File: src/design/lpsd_pkg.sv
// Package for the length-prefixed, sum-checked deframer.
// Holds frame constants, the verdict status codes and the result word type.
// No dependencies.
package lpsd_pkg;

    localparam int LEN_BYTES = 2;
    localparam int SUM_BYTES = 2;
    localparam logic [15:0] MAX_PAYLOAD_RESET = 16'd270;

    typedef enum logic [1:0] {
        ST_OK         = 2'd0,
        ST_BAD_LENGTH = 2'd1,
        ST_BAD_SUM    = 2'd2
    } status_t;

    typedef struct packed {
        logic [7:0] payload_byte;
        logic       is_verdict;
        status_t    frame_status;
    } result_t;

endpackage

File: src/design/lpsd_frame.sv
// Frame tracker: byte counter, captured length, running sum and checksum high byte.
// Produces at most one result word per stepped input word.
// Depends on lpsd_pkg.
module lpsd_frame
    import lpsd_pkg::*;
(
    input  logic        clk,
    input  logic        rst_n,
    input  logic        step,
    input  logic [7:0]  data_byte,
    input  logic        abort,
    input  logic [15:0] max_len,
    output logic        res_valid,
    output result_t     res
);

    logic [16:0] byte_count_reg, byte_count_next;
    logic [15:0] declared_length_reg, declared_length_next;
    logic [15:0] running_sum_reg, running_sum_next;
    logic [7:0]  checksum_high_reg, checksum_high_next;

    logic [16:0] payload_end;
    logic        length_ok;
    logic [15:0] given_sum;

    assign payload_end = {1'b0, declared_length_reg} + 17'(LEN_BYTES);
    assign length_ok   = (declared_length_reg != 16'd0) && (declared_length_reg <= max_len);
    assign given_sum   = {checksum_high_reg, data_byte};

    always_comb
    begin
        byte_count_next      = byte_count_reg;
        declared_length_next = declared_length_reg;
        running_sum_next     = running_sum_reg;
        checksum_high_next   = checksum_high_reg;
        res_valid            = 1'b0;
        res.payload_byte     = 8'd0;
        res.is_verdict       = 1'b0;
        res.frame_status     = ST_OK;
        if (step)
        begin
            priority if (abort)
            begin
                byte_count_next      = 17'd0;
                declared_length_next = 16'd0;
                running_sum_next     = 16'd0;
                checksum_high_next   = 8'd0;
            end
            else if (byte_count_reg == 17'd0)
            begin
                declared_length_next = {data_byte, 8'd0};
                byte_count_next      = 17'd1;
            end
            else if (byte_count_reg == 17'd1)
            begin
                declared_length_next = {declared_length_reg[15:8], data_byte};
                byte_count_next      = 17'd2;
            end
            else if (byte_count_reg < payload_end)
            begin
                running_sum_next = running_sum_reg + {8'd0, data_byte};
                byte_count_next  = byte_count_reg + 17'd1;
                if (length_ok)
                begin
                    res_valid        = 1'b1;
                    res.payload_byte = data_byte;
                end
            end
            else if (byte_count_reg == payload_end)
            begin
                checksum_high_next = data_byte;
                byte_count_next    = byte_count_reg + 17'd1;
            end
            else
            begin
                res_valid      = 1'b1;
                res.is_verdict = 1'b1;
                if (!length_ok)
                    res.frame_status = ST_BAD_LENGTH;
                else if (given_sum != running_sum_reg)
                    res.frame_status = ST_BAD_SUM;
                else
                    res.frame_status = ST_OK;
                byte_count_next      = 17'd0;
                declared_length_next = 16'd0;
                running_sum_next     = 16'd0;
                checksum_high_next   = 8'd0;
            end
        end
    end

    always_ff @(posedge clk or negedge rst_n)
    begin
        if (!rst_n)
        begin
            byte_count_reg      <= 17'd0;
            declared_length_reg <= 16'd0;
            running_sum_reg     <= 16'd0;
            checksum_high_reg   <= 8'd0;
        end
        else
        begin
            byte_count_reg      <= byte_count_next;
            declared_length_reg <= declared_length_next;
            running_sum_reg     <= running_sum_next;
            checksum_high_reg   <= checksum_high_next;
        end
    end

    a_count_bounded: assert property (@(posedge clk) disable iff (!rst_n)
        byte_count_reg <= ({1'b0, declared_length_reg} + 17'(LEN_BYTES + 1)))
        else $error("byte counter ran past the checksum");

    a_payload_only_with_good_length: assert property (@(posedge clk) disable iff (!rst_n)
        res_valid && !res.is_verdict |-> length_ok)
        else $error("payload passed on for a bad length");

endmodule

File: src/design/length_prefixed_sum_checked_deframer_unit.sv
// An accepted input word waits in the input register, and its result word is loaded
// into the result register, which drives the output.
// Throughput: one input word per cycle; the input register and result register
// advance together whenever the result register is empty or being taken.
// Reset clears the frame state and the valid flags of both pipeline registers and sets
// the maximum payload length to 270. cfg_ready is always high, so the register is
// written whenever cfg_valid is high.
// Top level of the deframer; depends on lpsd_pkg and lpsd_frame.
module length_prefixed_sum_checked_deframer_unit
    import lpsd_pkg::*;
(
    input  logic        clk,
    input  logic        rst_n,
    input  logic        in_valid,
    output logic        in_stall,
    input  logic [7:0]  data_byte,
    input  logic        abort,
    output logic        out_valid,
    input  logic        out_stall,
    output logic [7:0]  payload_byte,
    output logic        is_verdict,
    output logic [1:0]  frame_status,
    input  logic        cfg_valid,
    output logic        cfg_ready,
    input  logic [15:0] cfg_data
);

    logic        in_full_reg;
    logic [7:0]  in_byte_reg;
    logic        in_abort_reg;
    logic        out_valid_reg;
    result_t     out_reg;
    logic [15:0] max_len_reg;

    logic        advance;
    logic        res_valid;
    result_t     res;

    assign advance   = in_full_reg && (!out_valid_reg || !out_stall);
    assign in_stall  = in_full_reg && !advance;
    assign cfg_ready = 1'b1;

    lpsd_frame u_frame (
        .clk       (clk),
        .rst_n     (rst_n),
        .step      (advance),
        .data_byte (in_byte_reg),
        .abort     (in_abort_reg),
        .max_len   (max_len_reg),
        .res_valid (res_valid),
        .res       (res)
    );

    always_ff @(posedge clk or negedge rst_n)
    begin
        if (!rst_n)
        begin
            in_full_reg   <= 1'b0;
            out_valid_reg <= 1'b0;
            max_len_reg   <= MAX_PAYLOAD_RESET;
        end
        else
        begin
            if (!in_stall)
                in_full_reg <= in_valid;
            if (advance)
                out_valid_reg <= res_valid;
            else if (!out_stall)
                out_valid_reg <= 1'b0;
            if (cfg_valid && cfg_ready)
                max_len_reg <= cfg_data;
        end
    end

    always_ff @(posedge clk)
    begin
        if (in_valid && !in_stall)
        begin
            in_byte_reg  <= data_byte;
            in_abort_reg <= abort;
        end
        if (advance && res_valid)
            out_reg <= res;
    end

    assign out_valid    = out_valid_reg;
    assign payload_byte = out_reg.payload_byte;
    assign is_verdict   = out_reg.is_verdict;
    assign frame_status = out_reg.frame_status;

    a_verdict_zero_byte: assert property (@(posedge clk) disable iff (!rst_n)
        out_valid && is_verdict |-> payload_byte == 8'd0)
        else $error("verdict word carries a payload byte");

    a_payload_status_ok: assert property (@(posedge clk) disable iff (!rst_n)
        out_valid && !is_verdict |-> frame_status == ST_OK)
        else $error("payload word carries a status");

    a_stall_holds_input: assert property (@(posedge clk) disable iff (!rst_n)
        in_stall |=> in_full_reg)
        else $error("input register dropped a stalled word");

    a_held_result: assert property (@(posedge clk) disable iff (!rst_n)
        out_valid_reg && out_stall |=> out_valid_reg && $stable(out_reg))
        else $error("result register changed while stalled");

endmodule
File: config.mk
export PLATFORM = sky130hd
export DESIGN_NAME = length_prefixed_sum_checked_deframer_unit
export DESIGN_NICKNAME = d
export VERILOG_FILES = /design/src/design/lpsd_pkg.sv /design/src/design/lpsd_frame.sv /design/src/design/length_prefixed_sum_checked_deframer_unit.sv
export SDC_FILE = /design/constraint.sdc
export NUM_CORES = 1
export LEC_CHECK = 0
export BUFFER_PORTS_ARGS = -buffer_cell sky130_fd_sc_hd__buf_2
export CORE_MARGIN = 2
export CORE_UTILIZATION = 60
export CTS_BUF_LIST = sky130_fd_sc_hd__clkbuf_4 sky130_fd_sc_hd__clkbuf_8
export DETAILED_ROUTE_END_ITERATION = 8
export GPL_TIMING_DRIVEN = 1
export PLACE_DENSITY = 0.88
export SETUP_SLACK_MARGIN = 0.02
export SKIP_LAST_GASP = 1
export SLEW_MARGIN = 20
export SYNTH_ARGS = -nofsm -noshare
export SYNTH_HDL_FRONTEND = slang
export SYNTH_SLANG_ARGS = --single-unit
File: constraint.sdc
create_clock -name clk -period 4.6 [get_ports clk]
set_input_delay 0.46 -clock clk [delete_from_list [all_inputs] [get_ports clk]]
set_output_delay 0.46 -clock clk [all_outputs]
set_load 0.05 [all_outputs]
==> results.txt <==
Synth top area share - 0.323
via density per instance - 6.29
relative slew slack - 0.234
DRC Markers - 0
worst r2r path cells - 15
crit path DAT - 4.01 ns
die area - 9950 um2
Crit. End Element - flip-flop
Die Wd - 99.8 um
PD cells - 511 nW/um2
Hold WC Path Type - input pin to asynchronous set/reset pin
GRT Total Usage - 0.285
worst skew pair latency - 0.38 ns
# setup viols final - 0
Max Transition Viols Final - 0
Remaining Overflow, GRT - 0
final hold violation count - 0
worst r2r src - u_frame.declared_length_reg[1]$_DFFE_PN0P_
antenna violations before repair - 0
post-route minimum period - 3.93 ns
hpwl dp - 9940 um
fin cells - 719
Final Cell Area - 6000 um2
fin nets - 682
clk buf depth - 2
Boundary Pins - 44
cts-stage hold buffer count - 0
Max Cap Violations - 0
routed wire length - 13,300 um
post_cts resized - 0
first-pass GRT wire length - 22,200 um
Placed Area - 5800 um2
Synth top cells by count - 71 x dfrtp_1, 69 x nand2_1, 49 x o21ai_0, 45 x ha_1, 32 x inv_1
DRT iter0 DRCs - 284
worst reg2reg path endpoint - payload_byte[2]$_SDFFCE_PP0P_
Initial Utilization - 0.625
area grow syn2layout - 8.98%
library cells used by synthesis - 57
Std-Cell Core Area - 8810 um2
worst-margin pin slew - 1.13 ns
CP required - 4.68 ns
Post-Syn Area - 5500 um2
crit-path max FO - 11
post-DR wirelength/cell - 18.5 um
fraction of layout cells with a size suffix above 1 - 0.133
Seq/Total Area, Yosys - 0.451
vias in the first global route - 4,578
synth warn - 0
most frequent cell after synthesis - dfrtp_1
Leak - 0.00272 uW
Fmax - 255 MHz
Synth Net Count - 640
Post-synth top flop - dfrtp_1
largest net degree at the start of global routing - 42
status - completed
placed cells - 703
GPL Wtd Cong - 0.952
diode count - 0
Tcrit/Tclk final - 0.854
I/O Buffers - 42
drt first pass iters - 4
root buf cell - clkbuf_8
CTS HTree Levels - 3
setup tns final - 0 ns
Num CTS Buffers - 9
postcts setup bufs - 0
setup slack on the worst flop-to-flop path - 0.67 ns
share of flip-flops with an asynchronous set or reset - 0.789
max reg flops - 17
cell taking the most area after synthesis - dfrtp_1
WS Path Type - flip-flop to flip-flop
Yosys reg bits - 95
VDD IR max - 0.391 mV
number of flops mapped to enable cells by yosys - 20
Syn Inst Count - 564
RSZ-0062 raised after global routing - false
Sinks on Clock Net - 95
FP Rows - 34
Setup crit start kind - flip-flop
fill count - 658
TritonCTS clock tree - done
Die Y - 99.8 um
top post-synthesis cells by area - dfrtp_1 32%, edfxtp_1 11%, ha_1 10%
mean post-synth cell area - 9.76 um2
routed via count - 4,525
Worst-path clk slew - 0.10 ns
clk_skew - 0.0142 ns
DRT antenna net count - 0
-- layout by cell type, fill, tap and decap left out, types with 12 or more instances in the layout --
| cell type | n |
|---|---|
| a21o_1 | 12 |
| a21oi_1 | 21 |
| nand2b_1 | 13 |
| nor2_1 | 25 |
| nand3_1 | 15 |
| xor2_1 | 13 |
| a22o_1 | 20 |
| inv_1 | 32 |
| edfxtp_1 | 20 |
| buf_2 | 42 |
| o21ai_0 | 49 |
| nand4_1 | 15 |
| ha_1 | 45 |
| nor3_1 | 20 |
| nand2_1 | 69 |
| dfrtp_1 | 71 |
| xnor2_1 | 17 |
-- routing by layer --
layer,vias up,GRT usage,part of all wire
met3,37,0.0408,0.059
met5,-,0,0
met2,191,0.480,0.49
met4,0,0.130,0.034
met1,2162,0.365,0.42
li1,2135,-,-
-- kinds of logic after synthesis --
| kind of cell | share of synthesized area |
|---|---|
| AOI/OAI and AO/OA | 0.159 |
| DFF | 0.451 |
| buffers and inverters | 0.0387 |
| muxes | 0.00387 |
| xor gates and xnor gates | 0.0477 |
| other | 0.000681 |
| adders and majority gates | 0.106 |
| and+or+nand+nor | 0.193 |
-- power breakdown --
part           total [uW]  internal, uW  switching (uW)  leakage (uW)
Combinational        1300           478             825       0.00144
Sequential           1210          1030             177       0.00118
Clock                 554           236             318     0.0000989
-- through the flow --
stage	utilization	worst slack, ns	hold slack (ns)	total power [uW]
floorplan	-	0.475	0.164	2150
global placement	0.659	0.946	0.468	2420
detailed placement	0.659	0.729	0.484	2490
CTS	0.681	0.702	0.189	3050
global route	0.681	0.290	0.231	3240
finish	0.681	0.673	0.156	3060
-- layout make-up --
type                       instances  area (um2)  area share
tap                              108         135      0.0225
inverter                          32         120      0.0200
sequential                        95        2480       0.414
timing repair buffer              48         255      0.0426
multi-input combinational        420        2810       0.468
clock buffer                      11         151      0.0252
clock inverter                     5        45.0     0.00751
-- critical path: stages (launching register included) --
cell and delay [ns]:
dfrtp_1 0.48, ha_1 0.22, nand3_1 0.12, nor2_1 0.24, nand3_1 0.18, nor2_1 0.16
xnor2_1 0.09, ha_1 0.37, nand4_2 0.17, nor4_2 0.38, a221oi_2 0.13, nand3_2 0.18
nand2_1 0.12, or4_4 0.47, o21ai_0 0.11, buf_4 0.23
-- how the worst max path moves through the flow --
| stage | start | end | slack [ns] | depth (start not counted) |
|---|---|---|---|---|
| 6_report | u_frame.declared_length_reg[1]$_DFFE_PN0P_ | payload_byte[2]$_SDFFCE_PP0P_ | 0.67 | 15 |
| 5_1_grt | u_frame.declared_length_reg[1]$_DFFE_PN0P_ | is_verdict$_SDFFCE_PP0P_ | 0.29 | 15 |
| 4_1_cts | u_frame.declared_length_reg[1]$_DFFE_PN0P_ | payload_byte[7]$_SDFFCE_PP0P_ | 0.70 | 15 |
| 3_5_place_dp | u_frame.declared_length_reg[1]$_DFFE_PN0P_ | payload_byte[5]$_SDFFCE_PP0P_ | 0.73 | 15 |
| 3_3_place_gp | u_frame.declared_length_reg[1]$_DFFE_PN0P_ | payload_byte[1]$_SDFFCE_PP0P_ | 0.95 | 15 |
| 2_1_floorplan | u_frame.declared_length_reg[1]$_DFFE_PN0P_ | frame_status[0]$_SDFFCE_PP0P_ | 0.47 | 16 |
Note: power is estimated with default switching activity, not from simulation.
